`config.mk`:
```
export PLATFORM = sky130hd
export DESIGN_NAME = hsl_to_rgb_converter
export DESIGN_NICKNAME = d
export VERILOG_FILES = /design/src/hsl_pkg.sv /design/src/hsl_to_rgb_converter.sv /design/src/hsl_chan.sv
export SDC_FILE = /design/constraint.sdc
export NUM_CORES = 1
export LEC_CHECK = 0
export BUFFER_PORTS_ARGS = -buffer_cell sky130_fd_sc_hd__buf_2
export CAP_MARGIN = 20
export CORE_AREA = 10 10 217 219
export DETAILED_ROUTE_END_ITERATION = 8
export DIE_AREA = 0 0 227 229
export PLACE_DENSITY = 0.84
export RECOVER_POWER = 50
export SYNTH_ARGS = -nofsm -noshare
export SYNTH_HDL_FRONTEND = slang
export SYNTH_SLANG_ARGS = --single-unit
```
`constraint.sdc`:
```
create_clock -name clk -period 8.8 [get_ports clk]
set_clock_uncertainty 0.2 [all_clocks]
set_input_delay 0.44 -clock clk [delete_from_list [all_inputs] [get_ports clk]]
set_output_delay 0.44 -clock clk [all_outputs]
set_load 0.02 [all_outputs]
```
`src/hsl_pkg.sv`:
```
`default_nettype none
package hsl_pkg;

  // Input scale: 4096 is one, for saturation and lightness alike.
  localparam int unsigned UNIT_IN    = 4096;
  // Hue in 1/16 degree: a full turn and one 60-degree sector.
  localparam int unsigned HUE_FULL   = 5760;
  localparam int unsigned HUE_SECTOR = 960;
  // Six full turns lift every 16-bit hue to a positive value.
  localparam int unsigned HUE_BIAS   = 6 * HUE_FULL;
  // ceil(2^16 / 15): exact quotient by 15 for operands below 4681.
  localparam int unsigned HUE_DIV15_RECIP = 4370;
  // ceil(2^8 / 6): exact quotient by 6 for operands below 128.
  localparam int unsigned SEC_DIV6_RECIP  = 43;
  localparam int unsigned BYTE_MAX = 255;

  typedef enum logic [2:0] {
    SEC_RED_YELLOW    = 3'd0,
    SEC_YELLOW_GREEN  = 3'd1,
    SEC_GREEN_CYAN    = 3'd2,
    SEC_CYAN_BLUE     = 3'd3,
    SEC_BLUE_MAGENTA  = 3'd4,
    SEC_MAGENTA_RED   = 3'd5
  } sector_t;

endpackage
`default_nettype wire

```
`src/hsl_to_rgb_converter.sv`:
```
// An accepted word passes the registers of stages 1 to 6; stage 6 drives out_valid.
// Throughput: one word per cycle; busy is held low, as every stage advances in
// every cycle and the receiver cannot stall. The rate is set by the six-stage
// pipeline, whose widest step is the reciprocal multiply that divides by 15.
// Reset (rst_n low, synchronous) clears the valid bits of all stages.
`default_nettype none
module hsl_to_rgb_converter
  import hsl_pkg::*;
#(
  parameter int FRAC_BITS = 16
) (
  input  wire logic               clk,
  input  wire logic               rst_n,
  input  wire logic               start,
  output logic                    busy,
  input  wire logic signed [15:0] in_hue,
  input  wire logic signed [13:0] in_saturation,
  input  wire logic signed [13:0] in_lightness,
  output logic                    out_valid,
  output logic             [7:0]  out_red,
  output logic             [7:0]  out_green,
  output logic             [7:0]  out_blue
);

  localparam int CW        = FRAC_BITS + 1;
  localparam int CSHIFT    = 24 - FRAC_BITS;
  localparam int AW        = FRAC_BITS + 11;
  localparam int YW        = FRAC_BITS + 5;
  localparam int DIV_SHIFT = FRAC_BITS + 8;
  localparam int XW        = 2 * YW;
  // ceil(2^DIV_SHIFT / 15), exact for every quotient of this datapath.
  localparam logic [YW-1:0] DIV_RECIP =
    YW'(((64'd1 << DIV_SHIFT) + 64'd14) / 64'd15);

  logic accept;
  assign busy   = 1'b0;
  assign accept = start && !busy;

  // Stage 1: clamp saturation and lightness to 0..4096, and lift the hue to a positive value.
  logic        v1_r, v1_nxt;
  logic [12:0] s1_s_r, s1_s_nxt;
  logic [12:0] s1_l_r, s1_l_nxt;
  logic [16:0] s1_hu_r, s1_hu_nxt;

  always_comb begin
    v1_nxt = accept;
    if (in_saturation < 14'sd0) begin
      s1_s_nxt = 13'd0;
    end else if (in_saturation > 14'(UNIT_IN)) begin
      s1_s_nxt = 13'(UNIT_IN);
    end else begin
      s1_s_nxt = in_saturation[12:0];
    end
    if (in_lightness < 14'sd0) begin
      s1_l_nxt = 13'd0;
    end else if (in_lightness > 14'(UNIT_IN)) begin
      s1_l_nxt = 13'(UNIT_IN);
    end else begin
      s1_l_nxt = in_lightness[12:0];
    end
    s1_hu_nxt = {in_hue[15], in_hue} + 17'(HUE_BIAS);
  end

  // Stage 2: one less the distance of twice the lightness from one, and the count of sectors.
  logic        v2_r;
  logic [12:0] s2_q_r, s2_q_nxt;
  logic [12:0] s2_s_r;
  logic [12:0] s2_l_r;
  logic [16:0] s2_hu_r;
  logic [6:0]  s2_k_r, s2_k_nxt;
  logic [13:0] twol;
  logic [12:0] dev;
  logic [23:0] kprod;

  always_comb begin
    twol = {s1_l_r, 1'b0};
    if (twol >= 14'(UNIT_IN)) begin
      dev = 13'(twol - 14'(UNIT_IN));
    end else begin
      dev = 13'(14'(UNIT_IN) - twol);
    end
    s2_q_nxt = 13'(UNIT_IN) - dev;
    // hue / 960 as (hue / 64) / 15.
    kprod    = 24'(s1_hu_r[16:6]) * 24'(HUE_DIV15_RECIP);
    s2_k_nxt = kprod[22:16];
  end

  // Stage 3: chroma, sector, position within the sector, and lightness in the fixed-point scale.
  logic          v3_r;
  logic [CW-1:0] s3_c_r, s3_c_nxt;
  sector_t       s3_sec_r, s3_sec_nxt;
  logic [9:0]    s3_f_r, s3_f_nxt;
  logic [CW-1:0] s3_lfx_r, s3_lfx_nxt;
  logic [25:0]   qs;
  logic [13:0]   kd6;
  logic [6:0]    sec_full;
  logic [16:0]   f_full;

  always_comb begin
    qs         = 26'(s2_q_r) * 26'(s2_s_r);
    s3_c_nxt   = qs[CSHIFT +: CW];
    kd6        = 14'(s2_k_r) * 14'(SEC_DIV6_RECIP);
    sec_full   = s2_k_r - 7'(7'(kd6[11:8]) * 7'd6);
    s3_sec_nxt = sector_t'(sec_full[2:0]);
    f_full     = s2_hu_r - 17'(17'(s2_k_r) * 17'(HUE_SECTOR));
    s3_f_nxt   = f_full[9:0];
    s3_lfx_nxt = CW'(s2_l_r) << (FRAC_BITS - 12);
  end

  // Stage 4: weighted chroma ready for the divide, and the offset m.
  logic          v4_r;
  logic [YW-1:0] s4_y_r, s4_y_nxt;
  logic [CW-1:0] s4_c_r;
  logic [CW-1:0] s4_m_r, s4_m_nxt;
  sector_t       s4_sec_r;
  logic [9:0]    t_w;
  logic [AW-1:0] ct;
  logic [CW-1:0] half;

  always_comb begin
    // Odd sectors fall, even sectors rise.
    t_w      = s3_sec_r[0] ? (10'(HUE_SECTOR) - s3_f_r) : s3_f_r;
    ct       = AW'(s3_c_r) * AW'(t_w);
    s4_y_nxt = YW'(ct[AW-1:6]);
    half     = s3_c_r >> 1;
    s4_m_nxt = (s3_lfx_r >= half) ? (s3_lfx_r - half) : '0;
  end

  // Stage 5: the remaining divide by 15.
  logic          v5_r;
  logic [CW-1:0] s5_x_r, s5_x_nxt;
  logic [CW-1:0] s5_c_r;
  logic [CW-1:0] s5_m_r;
  sector_t       s5_sec_r;
  logic [XW-1:0] yprod;

  always_comb begin
    yprod    = XW'(s4_y_r) * XW'(DIV_RECIP);
    s5_x_nxt = yprod[DIV_SHIFT +: CW];
  end

  // Stage 6: place chroma and x on the channels, add the offset m and scale to bytes.
  logic          out_valid_r;
  logic [7:0]    out_red_r, out_green_r, out_blue_r;
  logic [CW-1:0] rv, gv, bv;
  logic [7:0]    red_nxt, green_nxt, blue_nxt;

  always_comb begin
    unique case (s5_sec_r)
      SEC_RED_YELLOW: begin
        rv = s5_c_r; gv = s5_x_r; bv = '0;
      end
      SEC_YELLOW_GREEN: begin
        rv = s5_x_r; gv = s5_c_r; bv = '0;
      end
      SEC_GREEN_CYAN: begin
        rv = '0; gv = s5_c_r; bv = s5_x_r;
      end
      SEC_CYAN_BLUE: begin
        rv = '0; gv = s5_x_r; bv = s5_c_r;
      end
      SEC_BLUE_MAGENTA: begin
        rv = s5_x_r; gv = '0; bv = s5_c_r;
      end
      default: begin
        rv = s5_c_r; gv = '0; bv = s5_x_r;
      end
    endcase
  end

  hsl_chan #(.FRAC_BITS(FRAC_BITS)) u_chan_red (
    .comp_val(rv), .offset(s5_m_r), .code(red_nxt)
  );
  hsl_chan #(.FRAC_BITS(FRAC_BITS)) u_chan_green (
    .comp_val(gv), .offset(s5_m_r), .code(green_nxt)
  );
  hsl_chan #(.FRAC_BITS(FRAC_BITS)) u_chan_blue (
    .comp_val(bv), .offset(s5_m_r), .code(blue_nxt)
  );

  always_ff @(posedge clk) begin
    if (!rst_n) begin
      v1_r        <= 1'b0;
      v2_r        <= 1'b0;
      v3_r        <= 1'b0;
      v4_r        <= 1'b0;
      v5_r        <= 1'b0;
      out_valid_r <= 1'b0;
    end else begin
      v1_r        <= v1_nxt;
      v2_r        <= v1_r;
      v3_r        <= v2_r;
      v4_r        <= v3_r;
      v5_r        <= v4_r;
      out_valid_r <= v5_r;
    end
  end

  always_ff @(posedge clk) begin
    s1_s_r      <= s1_s_nxt;
    s1_l_r      <= s1_l_nxt;
    s1_hu_r     <= s1_hu_nxt;
    s2_q_r      <= s2_q_nxt;
    s2_s_r      <= s1_s_r;
    s2_l_r      <= s1_l_r;
    s2_hu_r     <= s1_hu_r;
    s2_k_r      <= s2_k_nxt;
    s3_c_r      <= s3_c_nxt;
    s3_sec_r    <= s3_sec_nxt;
    s3_f_r      <= s3_f_nxt;
    s3_lfx_r    <= s3_lfx_nxt;
    s4_y_r      <= s4_y_nxt;
    s4_c_r      <= s3_c_r;
    s4_m_r      <= s4_m_nxt;
    s4_sec_r    <= s3_sec_r;
    s5_x_r      <= s5_x_nxt;
    s5_c_r      <= s4_c_r;
    s5_m_r      <= s4_m_r;
    s5_sec_r    <= s4_sec_r;
    out_red_r   <= red_nxt;
    out_green_r <= green_nxt;
    out_blue_r  <= blue_nxt;
  end

  assign out_valid = out_valid_r;
  assign out_red   = out_red_r;
  assign out_green = out_green_r;
  assign out_blue  = out_blue_r;

  // Every accepted word appears on out_valid.
  a_latency: assert property (@(posedge clk) disable iff (!rst_n)
    accept |-> ##6 out_valid)
    else $error("accepted word did not appear after six cycles");

  // No strobe without a matching accepted word.
  a_no_phantom: assert property (@(posedge clk) disable iff (!rst_n)
    out_valid |-> $past(accept, 6))
    else $error("result strobe without an accepted word");

  // Zero or negative saturation gives a grey: all three channels equal.
  a_grey: assert property (@(posedge clk) disable iff (!rst_n)
    (accept && in_saturation <= 14'sd0) |->
      ##6 (out_red == out_green && out_green == out_blue))
    else $error("unsaturated word did not give a grey");

endmodule
`default_nettype wire

```
`src/hsl_chan.sv`:
```
`default_nettype none
module hsl_chan
  import hsl_pkg::*;
#(
  parameter int FRAC_BITS = 16
) (
  input  wire logic [FRAC_BITS:0] comp_val,
  input  wire logic [FRAC_BITS:0] offset,
  output logic      [7:0]         code
);

  localparam int SW = FRAC_BITS + 2;
  localparam int PW = FRAC_BITS + 10;

  logic [SW-1:0] sum;
  logic [PW-1:0] scaled;
  logic [9:0]    whole;

  assign sum    = SW'(comp_val) + SW'(offset);
  // Times 255 as times 256 less one copy.
  assign scaled = {sum, 8'b0} - PW'(sum);
  assign whole  = scaled[PW-1:FRAC_BITS];
  assign code   = (whole > 10'(BYTE_MAX)) ? 8'(BYTE_MAX) : whole[7:0];

endmodule
`default_nettype wire
```
==> key figures, run 1 <==
Place
  • Final GP Congestion: 0.972
  • Port bufs: 71
  • Placed cell areas: 28000 µm²
  • DP Worst Slack: 1320 ps
  • Dpl hpwl: 51400 µm

Critical path
  • RR Endpoint: s4_y_r[20]
  • Critical path's slowest cell: dfxtp_1
  • Worst path required time: 9110 ps
  • Crit start category: register
  • CP startpoint: s3_f_r[0]
  • Crit-path max FO: 17
  • Worst setup EP type: register
  • R2R cell count: 28
  • Largest stage delay, worst path: 630 ps
  • WP buf/inv: 6
  • Cell repeated most along the worst path: fa_1
  • WP depth: 28
  • Worst R2R Start: s3_f_r[0]
  • CP Class: register to register
  • Worst path top cell family by delay: adder cells
  • CP Capture Point: s4_y_r[20]
  • Reg2reg setup slack: 1210 ps
  • Crit path DAT: 7900 ps

Clock network
  • Post_cts resized: 0
  • Maximum level of the CTS H-tree: 1
  • Clock Tree Buf Depth: 3
  • Clk_lat worst skew: 600 ps
  • # clock sinks: 282
  • CTS Root Cell: clkbuf_16
  • Post-CTS Setup Inserts: 0
  • CTS tree: yes
  • Num CTS Buffers: 29
  • Worst-path clk slew: 70 ps

Route
  • Via count: 21000
  • Antenna-violating nets left: 0
  • DRC viols: 0
  • Vias per Instance: 5.78
  • Final WL: 65800 µm
  • DR iter-0 viols: 1263
  • First-pass DRT Iterations: 6
  • WL/cell: 18.2 µm

Timing
  • Hold Vio Cnt, Final: 0
  • Slew Viols, Final: 0
  • Final min period: 7590 ps
  • Slack of the critical path: 1210 ps
  • Period utilisation layout: 86.2%
  • Setup Total Neg Slack: 0 ps
  • Worst-Margin Slew: 910 ps
  • RSZ-0062 raised after global routing: false
  • Final setup viols: 0
  • Slew HR: 38.9%
  • Fmax: 0.132 GHz

Synth
  • Number of distinct library cells after synthesis: 88
  • Gate Count Post-Synth: 2950
  • Register area share after synthesis: 20.8%
  • Synth warnings: 0
  • Yosys top cell area share: 20.8%
  • Post-Syn Area: 27200 µm²
  • Post-synth EDFFs: 0
  • Synth Register Bits: 282
  • Avg Cell Area, Syn: 9.20 µm²
  • Yosys top cell by area: dfxtp_1
  • Net Count, Synth: 3703
  • Post-synth ARST share: 0%
  • Synth area leaders: dfxtp_1 (21%), fa_1 (21%), ha_1 (20%), inv_1 (6.6%), nand2_1 (3.7%)
  • Dominant synthesized flop cell: dfxtp_1

Floorplan
  • Core area: 42700 µm²
  • Initial Util: 63.6%
  • Die X: 227 µm
  • Site Rows: 76
  • Die Y: 229 µm
  • Die Footprint: 52000 µm²
  • # IOs: 73

Run status
  • Status: completed

Cells and area
  • Final instance area: 29600 µm²
  • Synth-to-layout area growth: 8.90%
  • Final #Nets: 3808
  • Share of post-route cells with drive strength above 1: 5.23%
  • Post-layout util: 69.3%

Worst hold path
  • Hold-critical path depth: 0
  • Worst min path class: register to register

Global routing
  • Antenna violations before repair: 1
  • Vias in the first global route: 21900
  • First-pass GRT wire length: 110000 µm
  • Pin count of the biggest net entering global routing: 35
  • Grt total ovfl: 0
  • Global-route usage over all layers: 25.7%

Flow run
  • Max Cap Violations: 0
placed cells by master, fill, tap and decap left out, drive strengths merged, types with 5 or more instances in the layout:
master,Yosys,routed
a2111oi,8,8
a211o,9,9
a211oi,17,17
a21o,57,57
a21oi,97,97
a22o,35,35
a31o,5,5
a31oi,10,10
a32oi,5,5
and2,120,120
and3,15,15
buf,4,63
clkbuf,56,54
clkinv,1,5
clkinvlp,0,6
dfxtp,282,282
dlygate4sd3,0,51
fa,282,282
ha,424,424
inv,481,488
nand2,265,265
nand2b,20,20
nand3,34,34
nand4,24,24
nor2,195,195
nor2b,34,34
nor3,42,42
nor3b,6,6
nor4,18,18
o2111ai,5,5
o211ai,10,10
o21a,32,32
o21ai,82,82
o21bai,7,7
o31ai,9,9
o41ai,5,5
or2,14,14
or3,12,12
xnor2,105,105
xor2,59,59
worst min path at each step:
stage                      start          to  slack [ps]
4_1_cts        in_saturation[12]   s1_s_r[2]         100
3_5_place_dp           s4_m_r[6]   s5_m_r[6]         110
6_report              s4_c_r[11]  s5_c_r[11]         120
3_3_place_gp          s4_m_r[12]  s5_m_r[12]         110
2_1_floorplan         s1_hu_r[0]  s2_hu_r[0]         110
5_1_grt                s4_m_r[2]   s5_m_r[2]         130
kinds of logic (layout without fill, tap and decap cells):
family | Yosys count | in the layout | share of synthesized area [%]
XOR/XNOR | 164 | 164 | 5.35
multiplexers | 5 | 5 | 0.212
AND/OR/NAND/NOR | 819 | 819 | 14.5
buffers and inverters | 542 | 670 | 7.52
adder cells (fa/ha/maj) | 706 | 706 | 40.3
AO/OA/AOI/OAI | 431 | 431 | 11.2
flip-flops | 282 | 282 | 20.8
other | 1 | 2 | 0.0138
cell usage after synthesis, types with 6 or more instances:
master,count
nand2_1,265
clkbuf_1,56
a21oi_1,96
o21a_1,32
o21bai_1,7
nand3_1,33
fa_1,282
dfxtp_1,282
a31oi_1,10
xor2_1,59
o211ai_1,10
inv_1,480
and3_1,15
nand2b_1,20
nand4_1,24
and2_1,120
a211oi_1,13
nor2b_1,34
o31ai_1,7
nor4_1,18
nor2_1,195
a211o_1,9
or2_2,14
ha_1,424
a22o_1,35
nor3b_1,6
o21ai_0,73
a21o_1,57
xnor2_1,103
o21ai_1,6
nor3_1,42
or3_1,12
registers in the layout, summed over array words and instances, names as in the netlist, 7 cells and up:
signal	count
s2_l_r	13
out_red	8
s3_lfx_r	13
s1_s_r	13
s4_y_r	21
s2_s_r	13
s4_m_r	17
s5_c_r	17
out_green	8
s1_hu_r	17
s3_f_r	10
s2_q_r	11
out_blue	8
s2_hu_r	10
s1_l_r	13
s5_x_r	17
s4_c_r	17
s3_c_r	17
s5_m_r	17
s2_k_r	7
worst reg2reg max path, delay by kind of cell (launching register included):
kind,cells,cell delay [ps]
buffers and inverters,6,840
flip-flops,1,630
AND/OR/NAND/NOR,3,380
AO/OA/AOI/OAI,10,1890
adder cells (fa/ha/maj),7,3360
XOR/XNOR,2,220
layout make-up:
| class | instances | area, µm² |
|---|---|---|
| flip-flops and latches | 282 | 5650 |
| fillers | 3089 | 13100 |
| repair buffers | 134 | 931 |
| inverters | 482 | 1810 |
| clock buffers | 34 | 785 |
| diodes | 1 | 2.50 |
| clock inverters | 20 | 249 |
| well taps | 546 | 683 |
| multi-input cells | 2126 | 19500 |
metrics by stage:
| stage | std cells | hold WS [ps] |
|---|---|---|
| after floorplan | 2950 | 110 |
| after global routing | 3625 | 129 |
| after global placement | 3517 | 110 |
| after detailed placement | 3517 | 112 |
| after CTS | 3622 | 97.6 |
| final | 3625 | 123 |
layer usage:
| layer | track usage [%] | wire length, µm | vias to the layer above |
|---|---|---|---|
| met5 | 0 | 0 | - |
| met4 | 7.81 | 2120 | 0 |
| met3 | 3.31 | 3350 | 148 |
| met2 | 45.4 | 32900 | 630 |
| met1 | 32.0 | 27400 | 10300 |
| li1 | - | - | 9895 |
what timing repair did:
item                                    4_1_cts  5_1_grt
endpoints found under the setup margin        0        0
endpoints found under the hold margin        49        0
hold buffers                                 51        0
Power of run 1 is left out: the tool's default activity adds up to more than one toggle a clock period on the data nets, which glitch-free logic cannot reach.
==> run 2, diff against run 1 <==
Settings changed: RECOVER_POWER 50 to not set.
==> run 2 against run 1 <==
Effect of this change: wire length about the same; worst hold slack improved by 1.2 ps; final area about the same; sequential share of layout area about the same; maximum frequency increased by 0.35%; sequential cell count unchanged; largest cell class unchanged; setup slack improved by 27 ps; critical path depth decreased by 4; core utilization increased by 0.059 points; first-iteration DRC count increased by 5.7%; register-to-register slack improved by 30 ps; die area unchanged.
==> key figures, run 2 (synthesis results as in run 1) <==
Critical path
  • Cell repeated most along the worst path: fa_1
  • CP Class: register to register
  • Crit path cell chain: or3_1 > nor4_1 > o21ai_0 > xnor2_1 > nand2_1 > fa_1 > fa_1 > inv_1 > fa_1 > fa_1 > inv_1 > fa_1 > inv_1 > ha_1 > a21o_1 > a21o_1 > a21oi_1 > o22ai_1 > a21oi_2 > o21ai_1 > o41a_1 > a21o_1 > a21oi_1 > xnor2_1
  • Critical path's slowest cell: xnor2_1
  • Worst path top cell family by delay: adder cells
  • Crit-path max FO: 10 (-7)
  • CP startpoint: s3_f_r[0]
  • Crit path DAT: 7870 ps (-30 ps)
  • Crit start category: register
  • Reg2reg setup slack: 1240 ps (+30 ps)
  • Worst setup EP type: register
  • WP buf/inv: 3 (-3)
  • Largest stage delay, worst path: 790 ps (+160 ps)
  • Worst path required time: 9110 ps (about the same)
  • Worst R2R Start: s3_f_r[0]

Cells and area
  • Finished Layout Cells: 3625 (unchanged)
  • Commonest cells after routing, fill and taps aside: inv_1 (480), ha_1 (424), fa_1 (282), dfxtp_1 (282), nand2_1 (265)
  • Final #Nets: 3808 (unchanged)
  • Final-layout fill cell count: 3072 (-0.55%)
  • Post-layout util: 69.3% (about the same)
  • Largest reg by FF count: s4_y_r
  • Share of post-route cells with drive strength above 1: 5.88% (+0.65 points)
  • Synth-to-layout area growth: 8.99% (about the same)
  • Largest register FFs: 21 (unchanged)
  • Commonest non-fill, non-tap cell in the layout: inv_1

Route
  • Final WL: 65800 µm (about the same)
  • Via count: 20900 (-0.15%)
  • DR iter-0 viols: 1335 (+5.7%)
  • DRC viols: 0 (unchanged)
  • Vias per Instance: 5.77 (-0.15%)
  • WL/cell: 18.2 µm (about the same)
  • First-pass DRT Iterations: 6 (unchanged)
  • Antenna-violating nets left: 0 (unchanged)

Floorplan
  • Die X: 227 µm (unchanged)
  • Core area: 42700 µm² (unchanged)
  • # IOs: 73 (unchanged)
  • Initial Util: 63.6% (unchanged)
  • Die Y: 229 µm (unchanged)
  • Site Rows: 76 (unchanged)
  • Die Footprint: 52000 µm² (unchanged)

Timing
  • Worst-Margin Slew: 934 ps (+24.2 ps)
  • Period utilisation layout: 85.9% (-0.30 points)
  • Slew Viols, Final: 0 (unchanged)
  • Final setup viols: 0 (unchanged)
  • Setup Total Neg Slack: 0 ps (unchanged)
  • Fmax: 0.132 GHz (+0.35%)
  • Hold Vio Cnt, Final: 0 (unchanged)
  • RSZ-0062 raised after global routing: false
  • Slew HR: 37.3% (-1.6 points)
  • Final min period: 7560 ps (-26.8 ps)

Clock network
  • Clock Tree Buf Depth: 3 (unchanged)
  • Clk_lat worst skew: 600 ps (about the same)
  • Num CTS Buffers: 29 (unchanged)
  • Worst-path clk slew: 70 ps (about the same)
  • # clock sinks: 282 (unchanged)
  • CTS Root Cell: clkbuf_16
  • Maximum level of the CTS H-tree: 1 (unchanged)
  • CTS tree: yes

Global routing
  • First-pass GRT wire length: 110000 µm (unchanged)
  • Vias in the first global route: 21900 (unchanged)
  • Global-route usage over all layers: 25.7% (unchanged)
  • Pin count of the biggest net entering global routing: 35 (unchanged)
  • Antenna violations before repair: 1 (unchanged)
  • Grt total ovfl: 0 (unchanged)

Place
  • Final GP Congestion: 0.972 (unchanged)
  • Port bufs: 71 (unchanged)
  • Placed insts: 3517 (unchanged)
  • Dpl hpwl: 51400 µm (unchanged)

Run status
  • Status: completed

Worst hold path
  • HP Start: s4_c_r[11]
  • Worst min path class: register to register

Flow run
  • Max Cap Violations: 0 (unchanged)
[run 2: changes by cell type in the layout (fill, tap and decap cells not counted)]
cell and change:
clkbuf_1 -20, and2_0 -4, and2_1 +4, buf_2 +20
[run 2: per-stage QoR]
stage | hold WS [ps] | setup slack (ps) | cell area [µm²]
after floorplan | 110 | 1880 | 27200
after global placement | 110 | 1460 | 28000
after detailed placement | 112 | 1320 | 28000
after CTS | 97.6 | 1260 | 29600
after global routing | 129 | 804 | 29600
final | 124 | 1240 | 29600
[run 2: what timing repair did]
action / in CTS / in global routing
hold buffers: 51 / 0
setup buffers: 0 / 0
gates resized for setup: 0 / 0
hold endpoints to repair: 49 / 0
[run 2: final timing paths]
kind,cells after the start,to
hold reg to reg,0,s5_c_r[11]
setup reg to reg,24,s4_y_r[20]
setup / recovery,24,s4_y_r[20]
hold / removal,0,s5_c_r[11]
[run 2: final cells by class]
type	count	area, µm²	area share (%)
inverters	482	1810	6.11
diodes	1	2.50	0.00846
clock buffers	34	785	2.65
clock inverters	20	249	0.841
repair buffers	134	956	3.23
flip-flops and latches	282	5650	19.1
multi-input cells	2126	19500	65.8
well taps	546	683	2.31
[run 2: worst reg2reg max path, cell delays in order, from the launching register on]
cell and delay (ps):
dfxtp_1 460, or3_1 470, nor4_1 250, o21ai_0 220, xnor2_1 790, nand2_1 190
fa_1 540, fa_1 540, inv_1 60, fa_1 520, fa_1 560, inv_1 60
fa_1 520, inv_1 40, ha_1 220, a21o_1 190, a21o_1 180, a21oi_1 180
o22ai_1 110, a21oi_2 190, o21ai_1 130, o41a_1 360, a21o_1 210, a21oi_1 170
xnor2_1 130
[run 2: layer usage]
layer / GRT usage, % / share of wire (%)
met4: 7.81 / 3.2
met3: 3.31 / 5.1
met2: 45.4 / 50
met1: 32.0 / 42
met5: 0 / 0
Power of run 2 is left out for the same reason.
==> run 3, diff against run 2 <==
Settings changed: CELL_PAD_IN_SITES_DETAIL_PLACEMENT set to 1, CELL_PAD_IN_SITES_GLOBAL_PLACEMENT set to 1, CORE_AREA 10 10 217 219 to 2 2 234 236, DIE_AREA 0 0 227 229 to 0 0 236 238, PLACE_DENSITY 0.84 to 0.85.
==> run 3 against run 2 <==
Effect of this change: count of clock-buffer cells in the layout grew 8; critical path depth is 3 higher; non-clock buffer count fell by 4.
==> key figures, run 3 (synthesis results as in run 1) <==
Clock network
  • Clk_lat worst skew: 570 ps (-30 ps)
  • Clock Tree Buf Depth: 3 (unchanged)
  • Post_cts resized: 0 (unchanged)
  • Num CTS Buffers: 34 (+17%)
  • CTS tree: yes
  • CTS Root Cell: clkbuf_16
  • Worst-path clk slew: 70 ps (about the same)
  • # clock sinks: 282 (unchanged)
  • Maximum level of the CTS H-tree: 2 (+1)

Route
  • Vias per Instance: 5.70 (-1.3%)
  • Antenna-violating nets left: 0 (unchanged)
  • DRC viols: 0 (unchanged)
  • Via count: 21500 (+2.9%)
  • First-pass DRT Iterations: 5 (-1)
  • WL/cell: 21.6 µm (+19%)
  • DR iter-0 viols: 1055 (-21%)
  • Final WL: 81700 µm (+24%)

Critical path
  • Cell repeated most along the worst path: fa_1
  • Crit path DAT: 8350 ps (+480 ps)
  • Worst R2R Start: s3_f_r[0]
  • Largest stage delay, worst path: 780 ps (about the same)
  • Crit start category: register
  • R2R cell count: 27 (+13%)
  • Critical path's slowest cell: xnor2_1
  • Reg2reg setup slack: 730 ps (-520 ps)
  • CP Class: register to register
  • RR Endpoint: s4_y_r[20]
  • Crit-path max FO: 10 (unchanged)
  • Worst setup EP type: register
  • Worst path required time: 9070 ps (-40 ps)

Place
  • Placed insts: 3668 (+4.3%)
  • Final GP Congestion: 0.918 (-5.5%)
  • Placed cell areas: 28200 µm² (+0.72%)
  • Port bufs: 71 (unchanged)
  • DP Worst Slack: 931 ps (-385 ps)
  • Dpl hpwl: 62300 µm (+21%)

Timing
  • Slew HR: 26.3% (-11 points)
  • Fmax: 0.124 GHz (-6.4%)
  • RSZ-0062 raised after global routing: false
  • Final setup viols: 0 (unchanged)
  • Slack of the critical path: 725 ps (-515 ps)
  • Period utilisation layout: 91.8% (+5.9 points)
  • Slew Viols, Final: 0 (unchanged)
  • Setup Total Neg Slack: 0 ps (unchanged)
  • Hold Vio Cnt, Final: 0 (unchanged)
  • Final min period: 8070 ps (+515 ps)
  • Worst-Margin Slew: 1100 ps (+168 ps)

Worst hold path
  • Worst min path class: input port to register
  • WHS Endpoint: s1_hu_r[9]
  • Hold-critical path depth: 4 (+4)
  • HP Start: in_hue[9]

Floorplan
  • Core area: 53500 µm² (+25%)
  • Die Footprint: 56200 µm² (+8.1%)
  • Die X: 236 µm (+4.0%)
  • Site Rows: 85 (+12%)
  • Die Y: 238 µm (+3.9%)
  • # IOs: 73 (unchanged)
  • Initial Util: 50.8% (-13 points)

Cells and area
  • Commonest non-fill, non-tap cell in the layout: inv_1
  • Antenna cells: 0 (-1)
  • Finished Layout Cells: 3778 (+4.2%)
  • Largest register FFs: 21 (unchanged)
  • Largest reg by FF count: s4_y_r
  • Synth-to-layout area growth: 10.1%
  • Final-layout fill cell count: 6140 (+100%)
  • Final instance area: 29900 µm² (+0.99%)
  • Final #Nets: 3809 (+0.026%)
  • Share of post-route cells with drive strength above 1: 6.10% (+0.22 points)
  • Commonest cells after routing, fill and taps aside: inv_1 (480), ha_1 (424), fa_1 (282), dfxtp_1 (282), nand2_1 (265)

Global routing
  • First-pass GRT wire length: 131000 µm (+19%)
  • Grt total ovfl: 0 (unchanged)
  • Pin count of the biggest net entering global routing: 35 (unchanged)
  • Vias in the first global route: 24800 (+13%)
  • Global-route usage over all layers: 29.5% (+3.7 points)
  • GR Layer Usage met1: 33.4% (+1.4 points)
  • GRT busiest layer: met2
  • Antenna violations before repair: 0 (-1)
  • Met2 usage: 55.5% (+10 points)
  • Met3 Resource Use GR: 3.94% (+0.64 points)

Flow run
  • Max Cap Violations: 0 (unchanged)

Run status
  • Status: completed
==> run 3: changes by cell type in the layout (fill, tap and decap cells not counted), moves of 2 or more <==
cell and delta:
inv_6 -2, clkbuf_8 +2, dlygate4sd3_1 -3, clkbuf_16 +5
clkinv_2 +3
==> run 3: what timing repair did <==
item | CTS | global route
endpoints found under the hold margin | 48 | 0
hold buffers | 48 | 0
buffers inserted | 0 | 0
==> run 3: metal layers <==
metal | vias to the layer above | wire (µm) | share of wire, %
met2 | 588 | 43000 | 53
met5 | - | 0 | 0
li1 | 9894 | - | -
met3 | 228 | 3580 | 4.4
met4 | 0 | 3110 | 3.8
met1 | 10800 | 32000 | 39
==> run 3: worst max-delay path, delay by kind of cell, from the launching register on <==
family                     cells  cell delay [ps]
adders and majority gates      7             3170
AOI/OAI and AO/OA              9             1900
xor gates and xnor gates       2              920
buffers and inverters          6              910
DFF                            1              590
and+or+nand+nor                3              260
==> run 3: metrics by stage <==
step,util (%),hold slack [ps]
5_1_grt,55.9,46.1
4_1_cts,55.9,7.66
3_3_place_gp,52.8,110
3_5_place_dp,52.8,113
2_1_floorplan,-,110
6_report,55.9,22.4
==> run 3: final cells by class <==
cell class	instances	area, µm²	share of cell area, %
clock buffers	42	941	3.15
clock inverters	20	230	0.770
inverters	482	1810	6.05
multi-input cells	2126	19500	65.2
flip-flops and latches	282	5650	18.9
well taps	696	871	2.91
repair buffers	130	918	3.07
==> run 3: worst max-delay path by stage <==
stage	end	cells after the start	slack (ps)	startpoint
floorplan	s4_y_r[20]	28	1880	s3_f_r[0]
global route	s4_y_r[20]	27	390	s3_f_r[0]
detailed placement	s4_y_r[20]	27	930	s3_f_r[0]
global placement	s4_y_r[20]	27	1390	s3_f_r[0]
finish	s4_y_r[20]	27	730	s3_f_r[0]
CTS	s4_y_r[20]	27	780	s3_f_r[0]
Power of run 3 is left out for the same reason.
